`src/design/prbd_pkg.sv`:
```
package prbd_pkg;

	// Default sizing of the plane store.
	localparam int MAX_WIDTH_DEF  = 512;
	localparam int MAX_PLANES_DEF = 8;

	// Run-length code constants.
	localparam logic [7:0] CODE_NOP = 8'h80;
	localparam logic [7:0] LIT_MAX  = 8'h7f;

	// Configuration register indexes.
	typedef enum logic [2:0] {
		REG_IMAGE_WIDTH  = 3'd0,
		REG_IMAGE_HEIGHT = 3'd1,
		REG_PLANE_COUNT  = 3'd2,
		REG_COMPRESSED   = 3'd3,
		REG_REL_LIMIT    = 3'd4,
		REG_PACK_ENABLE  = 3'd5,
		REG_OUTPUT_PITCH = 3'd6
	} cfg_reg_t;

	// Run parser phase.
	typedef enum logic [1:0] {
		PH_CODE = 2'd0,
		PH_LIT  = 2'd1,
		PH_VAL  = 2'd2,
		PH_SKIP = 2'd3
	} phase_t;

	// Input sequencer state.
	typedef enum logic [1:0] {
		ST_IDLE,
		ST_FILL,
		ST_EMIT
	} in_state_t;

	// Row emission sequencer state.
	typedef enum logic [2:0] {
		EM_IDLE,
		EM_START,
		EM_RADDR,
		EM_RDATA,
		EM_PACK
	} em_state_t;

	// Row geometry handed to the emitter.
	typedef struct packed {
		logic [6:0] pitch;   // plane bytes per row
		logic [3:0] rel;     // planes used per pixel
		logic       pack;    // packed output
		logic [3:0] bpo;     // output bytes per 8-pixel group
		logic [9:0] nbytes;  // output bytes per row
	} geom_t;

	// Builds the output bytes of one 8-pixel group from its plane bytes.
	// Planes not in use must be zero in pl.
	function automatic logic [63:0] group_bytes(input logic [7:0][7:0] pl,
			input logic pack, input logic [3:0] rel);
		logic [7:0][7:0] pix;
		logic [63:0]     res;
		pix = '0;
		res = '0;
		for (int j = 0; j < 8; j++) begin
			for (int p = 0; p < 8; p++) begin
				pix[j][p] = pl[p][7 - j];
			end
		end
		if (!pack) begin
			res = pix;
		end else if (rel == 4'd1) begin
			for (int m = 0; m < 8; m++) begin
				res[m] = pix[m][0];
			end
		end else if (rel == 4'd2) begin
			for (int i = 0; i < 2; i++) begin
				for (int m = 0; m < 4; m++) begin
					res[8*i + 2*m +: 2] = pix[4*i + m][1:0];
				end
			end
		end else begin
			for (int i = 0; i < 4; i++) begin
				for (int m = 0; m < 2; m++) begin
					res[8*i + 4*m +: 4] = pix[2*i + m][3:0];
				end
			end
		end
		return res;
	endfunction

endpackage

```
`src/design/prbd_emit.sv`:
```
module prbd_emit import prbd_pkg::*; #(
	parameter int MAX_WIDTH  = MAX_WIDTH_DEF,
	parameter int MAX_PLANES = MAX_PLANES_DEF,
	localparam int STRIDE = ((MAX_WIDTH + 15) / 16) * 2,
	localparam int DEPTH  = MAX_PLANES * STRIDE,
	localparam int AW     = $clog2(DEPTH),
	localparam int PW     = $clog2(STRIDE),
	localparam int PLW    = (MAX_PLANES > 1) ? $clog2(MAX_PLANES) : 1
) (
	input  logic          clk,
	input  logic          arst_n,
	input  logic          wr_en,
	input  logic [AW-1:0] wr_addr,
	input  logic [7:0]    wr_data,
	input  logic          start,
	input  logic          last_row,
	input  geom_t         geom,
	output logic          busy,
	output logic          m_axis_tvalid,
	input  logic          m_axis_tready,
	output logic [71:0]   m_axis_tdata,  // pixel_word[63:0], byte_count[67:64], zero pad
	output logic          m_axis_tlast,  // row_last
	output logic          m_axis_tuser   // image_last
);

	em_state_t st_q, st_d;

	logic [7:0]      mem [DEPTH];
	logic [7:0]      rdata_q;
	logic [PW:0]     off_q;
	logic [PLW-1:0]  lp_q;
	logic [9:0]      rem_q;
	logic [2:0]      fill_q;
	logic [63:0]     acc_q;
	logic            last_row_q;
	logic [7:0][7:0] pbuf_q;
	logic            ovld_q, orl_q, oil_q;
	logic [63:0]     oword_q;
	logic [3:0]      ocnt_q;

	logic [AW-1:0] raddr;
	logic [3:0]    cnt_g;
	logic [9:0]    rem_nx;
	logic [3:0]    fill_nx;
	logic [63:0]   gbytes, placed;
	logic          emit_word, stall, in_row, more_planes;

	// Plane store: one write port from the parser, one registered read port.
	always_ff @(posedge clk) begin
		if (wr_en) begin
			mem[wr_addr] <= wr_data;
		end
		if (st_q == EM_RADDR) begin
			rdata_q <= mem[raddr];
		end
	end

	// Group arithmetic shared by every 8-pixel group of the row.
	always_comb begin
		in_row      = 7'(off_q) < geom.pitch;
		more_planes = (4'(lp_q) + 4'd1) < geom.rel;
		raddr       = AW'(AW'(lp_q) * AW'(STRIDE) + AW'(off_q[PW-1:0]));
		cnt_g       = (rem_q < 10'(geom.bpo)) ? rem_q[3:0] : geom.bpo;
		rem_nx      = rem_q - 10'(cnt_g);
		fill_nx     = 4'(fill_q) + cnt_g;
		gbytes      = group_bytes(pbuf_q, geom.pack, geom.rel);
		for (int b = 0; b < 8; b++) begin
			if (4'(b) >= cnt_g) begin
				gbytes[8*b +: 8] = 8'h00;
			end
		end
		placed    = gbytes << {fill_q, 3'b000};
		emit_word = (fill_nx == 4'd8) || (rem_nx == 10'd0);
		stall     = emit_word && ovld_q && !m_axis_tready;
	end

	// Next state.
	always_comb begin
		st_d = st_q;
		case (st_q)
			EM_IDLE:  if (start) st_d = EM_START;
			EM_START: begin
				if (rem_q == 10'd0) st_d = EM_IDLE;
				else if (in_row) st_d = EM_RADDR;
				else st_d = EM_PACK;
			end
			EM_RADDR: st_d = EM_RDATA;
			EM_RDATA: st_d = more_planes ? EM_RADDR : EM_PACK;
			EM_PACK:  if (!stall) st_d = EM_START;
			default:  st_d = EM_IDLE;
		endcase
	end

	// Outputs.
	always_comb begin
		busy          = (st_q != EM_IDLE);
		m_axis_tvalid = ovld_q;
		m_axis_tdata  = {4'h0, ocnt_q, oword_q};
		m_axis_tlast  = orl_q;
		m_axis_tuser  = oil_q;
	end

	always_ff @(posedge clk or negedge arst_n) begin
		if (!arst_n) begin
			st_q   <= EM_IDLE;
			ovld_q <= 1'b0;
		end else begin
			st_q <= st_d;
			if (st_q == EM_PACK && emit_word && !stall) begin
				ovld_q <= 1'b1;
			end else if (m_axis_tready) begin
				ovld_q <= 1'b0;
			end
		end
	end

	// Group walk, plane buffer and word accumulator.
	always_ff @(posedge clk) begin
		case (st_q)
			EM_IDLE: begin
				if (start) begin
					rem_q      <= geom.nbytes;
					off_q      <= '0;
					fill_q     <= '0;
					acc_q      <= '0;
					last_row_q <= last_row;
				end
			end
			EM_START: begin
				pbuf_q <= '0;
				lp_q   <= '0;
			end
			EM_RDATA: begin
				pbuf_q[3'(lp_q)] <= rdata_q;
				lp_q             <= lp_q + 1'b1;
			end
			EM_PACK: begin
				if (!stall) begin
					rem_q <= rem_nx;
					off_q <= off_q + 1'b1;
					if (emit_word) begin
						oword_q <= acc_q | placed;
						ocnt_q  <= fill_nx;
						orl_q   <= (rem_nx == 10'd0);
						oil_q   <= (rem_nx == 10'd0) && last_row_q;
						acc_q   <= '0;
						fill_q  <= '0;
					end else begin
						acc_q  <= acc_q | placed;
						fill_q <= fill_nx[2:0];
					end
				end
			end
			default: begin
			end
		endcase
	end

	// A new row only starts once the previous one is finished.
	a_start_idle: assert property (@(posedge clk) disable iff (!arst_n)
		start |-> st_q == EM_IDLE)
		else $error("row start while emitter busy");

	// Only the final word of a row may be short.
	a_short_last: assert property (@(posedge clk) disable iff (!arst_n)
		ovld_q && !orl_q |-> ocnt_q == 4'd8)
		else $error("short word before end of row");

	// Image end only on a row end.
	a_image_row: assert property (@(posedge clk) disable iff (!arst_n)
		ovld_q && oil_q |-> orl_q)
		else $error("image end without row end");

	// A completed word is presented on the next cycle.
	a_word_out: assert property (@(posedge clk) disable iff (!arst_n)
		st_q == EM_PACK && emit_word && !stall |=> ovld_q && ocnt_q != 4'd0)
		else $error("completed word not presented");

endmodule

```
`config.mk`:
```
export PLATFORM = sky130hd
export DESIGN_NAME = prbd_emit
export DESIGN_NICKNAME = d
export VERILOG_FILES = /design/src/design/prbd_pkg.sv /design/src/design/prbd_emit.sv
export SDC_FILE = /design/constraint.sdc
export NUM_CORES = 2
export LEC_CHECK = 0
export ABC_AREA = 1
export BUFFER_PORTS_ARGS = -buffer_cell sky130_fd_sc_hd__clkbuf_2
export CAP_MARGIN = 20
export CORE_ASPECT_RATIO = 1.4
export CORE_MARGIN = 4
export CORE_UTILIZATION = 30
export DETAILED_ROUTE_END_ITERATION = 16
export GPL_ROUTABILITY_DRIVEN = 0
export PLACE_DENSITY = 0.46
export SYNTH_ARGS = -nofsm -noshare
export SYNTH_HDL_FRONTEND = slang
export SYNTH_SLANG_ARGS = --single-unit
```
`constraint.sdc`:
```
create_clock -name clk -period 17.3 [get_ports clk]
set_input_delay 2.595 -clock clk [delete_from_list [all_inputs] [get_ports clk]]
set_output_delay 2.595 -clock clk [all_outputs]
set_load 0.1 [all_outputs]
```
---- Yosys cells after proc, flatten, opt, wreduce, memory -nomap -nowiden ----
Memory sizes are Yosys's and may differ from the RTL's. A register that Yosys moved wholly into a read port is not among the register bits.
Index checks and enable logic that the tools add are counted.
storage, ports and cells
  flip-flop bits (word level) ............. 226
  RAM bits ................................ 4096
  bits of input ports ..................... 49
  output and inout port bits .............. 76
  word-level logic and storage cells ...... 116
  memories kept ........................... 1
operators by class
  $add $sub $neg .......................... 6
  order comparisons ....................... 13
  equal/unequal tests ..................... 9
  shift operators ......................... 1
  multiplexer cells ....................... 44
  bitwise operators ....................... 2
  reduce and logical (&&, ||, !) cells .... 20
memory list
  memory  words  bits a word  read ports  clocked after Yosys merged registers in  write ports  line             RTL
  mem     512    8            1           1                                        1            prbd_emit.sv:28  logic [7:0] mem [DEPTH];
operator list
  operator                                                                             count
  64-bit one-hot mux with 2 select lines                                               2
  64-bit two-way mux                                                                   3
  8-bit two-way mux                                                                    10
  64-bit bitwise mux                                                                   1
  32-bit two-way mux                                                                   2
  64-bit bitwise OR                                                                    1
  64-bit by 6-bit << shifter with 64-bit output                                        1
  16-bit two-way mux                                                                   2
  8-bit demux with 3-bit select                                                        1
  24-bit two-way mux                                                                   1
  3-bit two-way mux                                                                    8
  10-bit zero test                                                                     2
  10-bit two-way mux                                                                   2
  10-bit one-hot mux with 2 select lines                                               1
  3-bit by 4-bit greater-or-equal comparator with 1-bit output (first input constant)  4
  3-bit one-hot mux with 5 select lines                                                1
  7-bit two-way mux                                                                    2
  7-bit one-hot mux with 2 select lines                                                1
  3-bit one-hot mux with 2 select lines                                                2
  10-bit by 4-bit < comparator with 1-bit output                                       1
  10-bit by 4-bit subtractor with 10-bit output                                        1
  9-bit by 6-bit adder with 9-bit output                                               1
  1-bit by 4-bit greater-or-equal comparator with 1-bit output (first input constant)  2
  2-bit by 4-bit greater-or-equal comparator with 1-bit output (first input constant)  2
  26 further kinds                                                                     41

---- Logic depth before layout (Yosys ltp) ----
  depth in word-level cells ............... 10
  mapped depth ............................ 26
  depth with buffers taken out ............ 25

---- Least setup slack after synthesis ----
Ideal clock, no wire load.
  kind .................................... input -> register
  from .................................... input geom[13] in the netlist's numbering
  to ...................................... register acc_q[0], enable pin
  setup time .............................. 0.527 ns
  data arrival time ....................... 8.352 ns
  data required time ...................... 16.773 ns
  path slack .............................. 8.420 ns
  cell stages on the path ................. 22
  buffers on the path ..................... 1
  cells stage by stage .................... inv_1 ha_1 nand2_1 nand3_1 nor2_2 nand2_2 buf_6 o21ai_2 ha_1 inv_1 ha_1 inv_1 nand2_1 nand2_2 nand3_1 xnor2_1 nor2_1 nand3_2 nand2_1 nand3_1 nand2_1 nor2_1
on the way
  cells in the longest elaborated chain, start to end .. 9
  elaborated cells on any way between the ends .. 11
  those cells by class .................... add/sub: 2; order compare: 1; eq/ne: 2; mux: 1; reduce/logical: 5
ends and longest elaborated chain
  item                                                                                                            line                              RTL
  start: declaration                                                                                              prbd_emit.sv:17                   input geom_t geom,
  10-bit by 4-bit < comparator with 1-bit output                                                                  prbd_emit.sv:63                   cnt_g = (rem_q < 10'(geom.bpo)) ? rem_q[3:0] : geom.bpo;
  4-bit two-way mux *                                                                                             prbd_emit.sv:63
  10-bit by 4-bit subtractor with 10-bit output / 3-bit by 4-bit adder with 4-bit output (equally long branches)  prbd_emit.sv:64, prbd_emit.sv:65
  10-bit zero test / 4-bit equality test (equally long branches)                                                  prbd_emit.sv:73                   emit_word = (fill_nx == 4'd8) || (rem_nx == 10'd0);
  1-bit logical OR *                                                                                              prbd_emit.sv:73
  1-bit logical AND * (2 in a row)                                                                                prbd_emit.sv:74                   stall = emit_word && ovld_q && !m_axis_tready;
  2-bit inequality test (no line) *                                                                               n/a
  3-bit AND reduction (no line) *                                                                                 n/a
  end signal: assignment                                                                                          prbd_emit.sv:149                  acc_q <= acc_q | placed;
  end: declaration                                                                                                prbd_emit.sv:34                   logic [63:0] acc_q;
Mark *: on every way between the ends. The rest lies on a longest branch, timed or not.
A chain may end at the register's enable or synchronous reset.

---- Worst setup path after layout ----
  from .................................... register off_q[0]
  to ...................................... register rdata_q[5], read port of mem (data pin)
on the way
  cells in the longest elaborated chain, start to end .. 1
ends and longest elaborated chain
  item                                    line              RTL
  start: declaration                      prbd_emit.sv:30   logic [PW:0] off_q;
  start signal: assignment                prbd_emit.sv:140  off_q <= off_q + 1'b1;
  9-bit by 6-bit adder with 9-bit output  prbd_emit.sv:62   raddr = AW'(AW'(lp_q) * AW'(STRIDE) + AW'(off_q[PW-1:0]));
  end: declaration                        prbd_emit.sv:29   logic [7:0] rdata_q;
No other way between the ends.

==> results_dict.tcl <==
set metrics [dict create \
    core_sq_um 576000 \
    cts_buffers 410 \
    synthArstFlopShare_pct 0.0924 \
    n_fill_cell 56900 \
    wirelength_mm 552 \
    rows 330 \
    yosysWarnings 0 \
    drtAntennaViolNets 0 \
    wl_per_cell_microns 25.9 \
    die_w_microns 651 \
    peakVddDrop_mv 0.110 \
    cts_max_path_buffers 4 \
    criticalPathCategory "flip-flop to flip-flop" \
    vias 110000 \
    htree_levels 5 \
    synth-seq-cells 4330 \
    post_cts_buffers 0 \
    powerDensity_nw_per_um2 153 \
    drv_cap 0 \
    arrival_ns 7.17 \
    rsz0062_at_grt "no" \
    setup_tns_ns 0 \
    drive_gt1_share_pct 7.49 \
    start_kind "flip-flop" \
    synth_edf_count 4326 \
    layout_min_cycle_time_ns 6.36 \
    leakagePower_nw 60.7 \
    setup_violations 0 \
    required_ns 18.11 \
    io_buffers 120 \
    ios 125 \
    finalHoldViolations 0 \
    ys_seq_area_share_pct 74.9 \
    clockRootBuffer "clkbuf_16" \
    synth.distinct_cells 60 \
    drt-initial-drc-count 10200 \
    nets 13400 \
    drt-pass1-iter-count 6 \
    cts.sinks 4330 \
    crit_path_max_fanout 137 \
    first_global_vias 108000 \
    drv_slew 0 \
    antenna_found_initial 21 \
    drc_errors 0 \
    stdcell_count 21300 \
    hold_ws_ns 0.522 \
    worstSetupEndpointType "flip-flop" \
    synth_ff_type "edfxtp_1" \
    finalCritPeriodShare_pct 36.8 \
    synth.avg_cell_area_sq_um 12.8 \
    placed_cells 20500 \
    syn2layout_area_growth_pct 12.6 \
    die_area_sq_um 591000 \
    worst_slew_pin_slew_ns 1.16 \
    slew_headroom_pct 22.6 \
    grt_max_degree 175 \
    insertion_delay_ns 0.97 \
    start_util_pct 30.1 \
    clk_pin_slew_worst_paths_ns 0.07 \
    dp_hpwl_mm 318 \
    viasPerCell 5.17 \
    cts_resized 0 \
    max_freq_mhz 157 \
    fin_worst_skew_ns 0.0564 \
    cts_tree "built" \
    hold_class "flip-flop to flip-flop" \
    synthCells 13500 \
    die_y_microns 908 \
    grt_first_pass_wirelength_mm 789 \
    syn-cell-area_sq_um 173000 \
    status "finished, final reports clean" \
    track_usage_pct 18.0 \
    grt-ovfl-total 0 \
    ctsHoldBuffers 0 \
]
cell usage in the layout (no fill, tap or decap), types with 9 or more instances in the layout:
master / synthesis / final
nand3_1: 558 / 558
edfxtp_1: 4326 / 4326
nor3_2: 4 / 10
nor2_2: 12 / 13
buf_4: 9 / 208
o22ai_1: 642 / 642
a21oi_1: 243 / 243
nand2_4: 2 / 17
inv_6: 0 / 9
clkinvlp_4: 0 / 20
nand2_1: 760 / 745
clkinv_1: 9 / 104
clkbuf_2: 5 / 113
inv_2: 11 / 9
clkbuf_1: 861 / 70
o211ai_1: 140 / 140
clkbuf_16: 0 / 418
inv_1: 237 / 234
a31oi_1: 25 / 25
o21ai_1: 59 / 59
nor2_1: 2782 / 2774
o221ai_1: 381 / 381
o21ai_0: 2168 / 2168
buf_12: 0 / 26
bufinv_16: 0 / 47
ha_1: 19 / 19
nand4_1: 43 / 43
clkinv_2: 0 / 74
nor3_1: 20 / 14
stage by stage:
stage	instance area [sq um]	total power, mW	setup WS, ns	util [%]
detailed placement	182000	21.1	10.14	31.6
floorplan	173000	17.4	8.42	-
finish	195000	30.0	10.94	33.9
CTS	195000	30.3	10.87	33.9
global route	195000	31.3	10.63	33.9
global placement	182000	21.1	10.0	31.6
flip-flops by register name, summed over array words and instances, names as in the netlist:
name and flops:
m_axis_tvalid 1, oword_q 64, lp_q 3, rdata_q 8
last_row_q 1, m_axis_tlast 1, mem 4096, ocnt_q 4
rem_q 10, pbuf_q 64, st_q 3, fill_q 3
acc_q 64, off_q 7, m_axis_tuser 1
cells by family after synthesis:
family | synth area share (%)
XOR/XNOR | 0.0303
adder cells (fa/ha/maj) | 0.149
multiplexers | 0.0231
AO/OA/AOI/OAI | 12.3
other | 0.00216
buffers and inverters | 2.86
AND/OR/NAND/NOR | 9.68
flip-flops | 74.9
final cells by class:
class	count	area [sq um]	area share, %
antenna	6	15.0	0.00769
clock buffer	490	10800	5.50
clock inverter	255	2500	1.28
inverter	257	1010	0.519
multi-input combinational	7949	38700	19.8
sequential	4330	130000	66.6
tap	7636	9550	4.89
timing repair buffer	356	2770	1.42
cell usage after synthesis, types with 3 or more instances:
cell type	instances	area, sq um
a21o_1	8	60.1
buf_2	76	380
a21oi_1	243	1220
or2_2	5	31.3
o211ai_1	140	1050
a32o_1	5	50.1
nor3_2	4	40.0
o21ai_2	6	52.6
o31ai_1	3	22.5
o21ai_0	2168	10900
edfxtp_1	4326	130000
clkbuf_1	861	3230
or2_1	4	25.0
o22ai_1	642	4020
nand3_2	4	40.0
inv_2	11	41.3
a211oi_1	4	30.0
o21bai_1	6	45.0
nand4_1	43	269
o32ai_1	6	52.6
nand2_2	5	31.3
o221ai_1	381	3340
buf_4	9	67.6
nor2_1	2782	10400
inv_1	237	890
xnor2_1	4	35.0
nand3_1	558	2790
buf_1	59	221
buf_6	4	45.0
mux2i_1	4	40.0
clkbuf_2	5	25.0
o21ai_1	59	295
nand2_1	760	2850
nand3b_1	3	22.5
clkinv_1	9	33.8
a31oi_1	25	156
ha_1	19	238
nor2_2	12	75.1
nor3_1	20	100
dfrtp_1	4	100
critical path, stage by stage, from the launching register on:
cell and delay, ns:
edfxtp_1 0.52, buf_12 0.50, buf_4 0.69, buf_4 0.72, buf_4 0.68, buf_4 0.68, o21ai_0 0.19, o221ai_1 0.20
o211ai_1 0.17, nand3_1 0.21, nand3_1 0.23, a31oi_1 0.78, or2_2 0.24, nor2_1 0.04, nand4_1 0.07
per-layer routing:
layer,global-route usage [%],share of wire (%),up-vias
met5,0,0.012,-
met4,6.18,3.4,10
met3,1.95,4.6,743
met2,31.5,50,2926
met1,23.2,42,56500
li1,-,-,49900
final timing paths:
kind | cells after the start | startpoint | slack (ns) | end
worst max-delay path | 14 | off_q[0] | 10.94 | rdata_q[5]
worst min-delay path | 2 | acc_q[5] | 0.52 | oword_q[5]
worst max register to register | 14 | off_q[0] | 10.94 | rdata_q[5]
worst min register to register | 2 | acc_q[5] | 0.52 | oword_q[5]
max in group asynchronous | 1 | arst_n | 15.72 | st_q[0]
min in group asynchronous | 1 | arst_n | 1.43 | st_q[2]
where the power goes:
| part | switching (mW) | total (mW) | internal [mW] |
|---|---|---|---|
| Clock | 4.01 | 9.14 | 5.13 |
| Sequential | 0.179 | 12.0 | 11.9 |
| Combinational | 6.65 | 8.79 | 2.13 |
No activity file was read; power rests on OpenSTA's default activity.
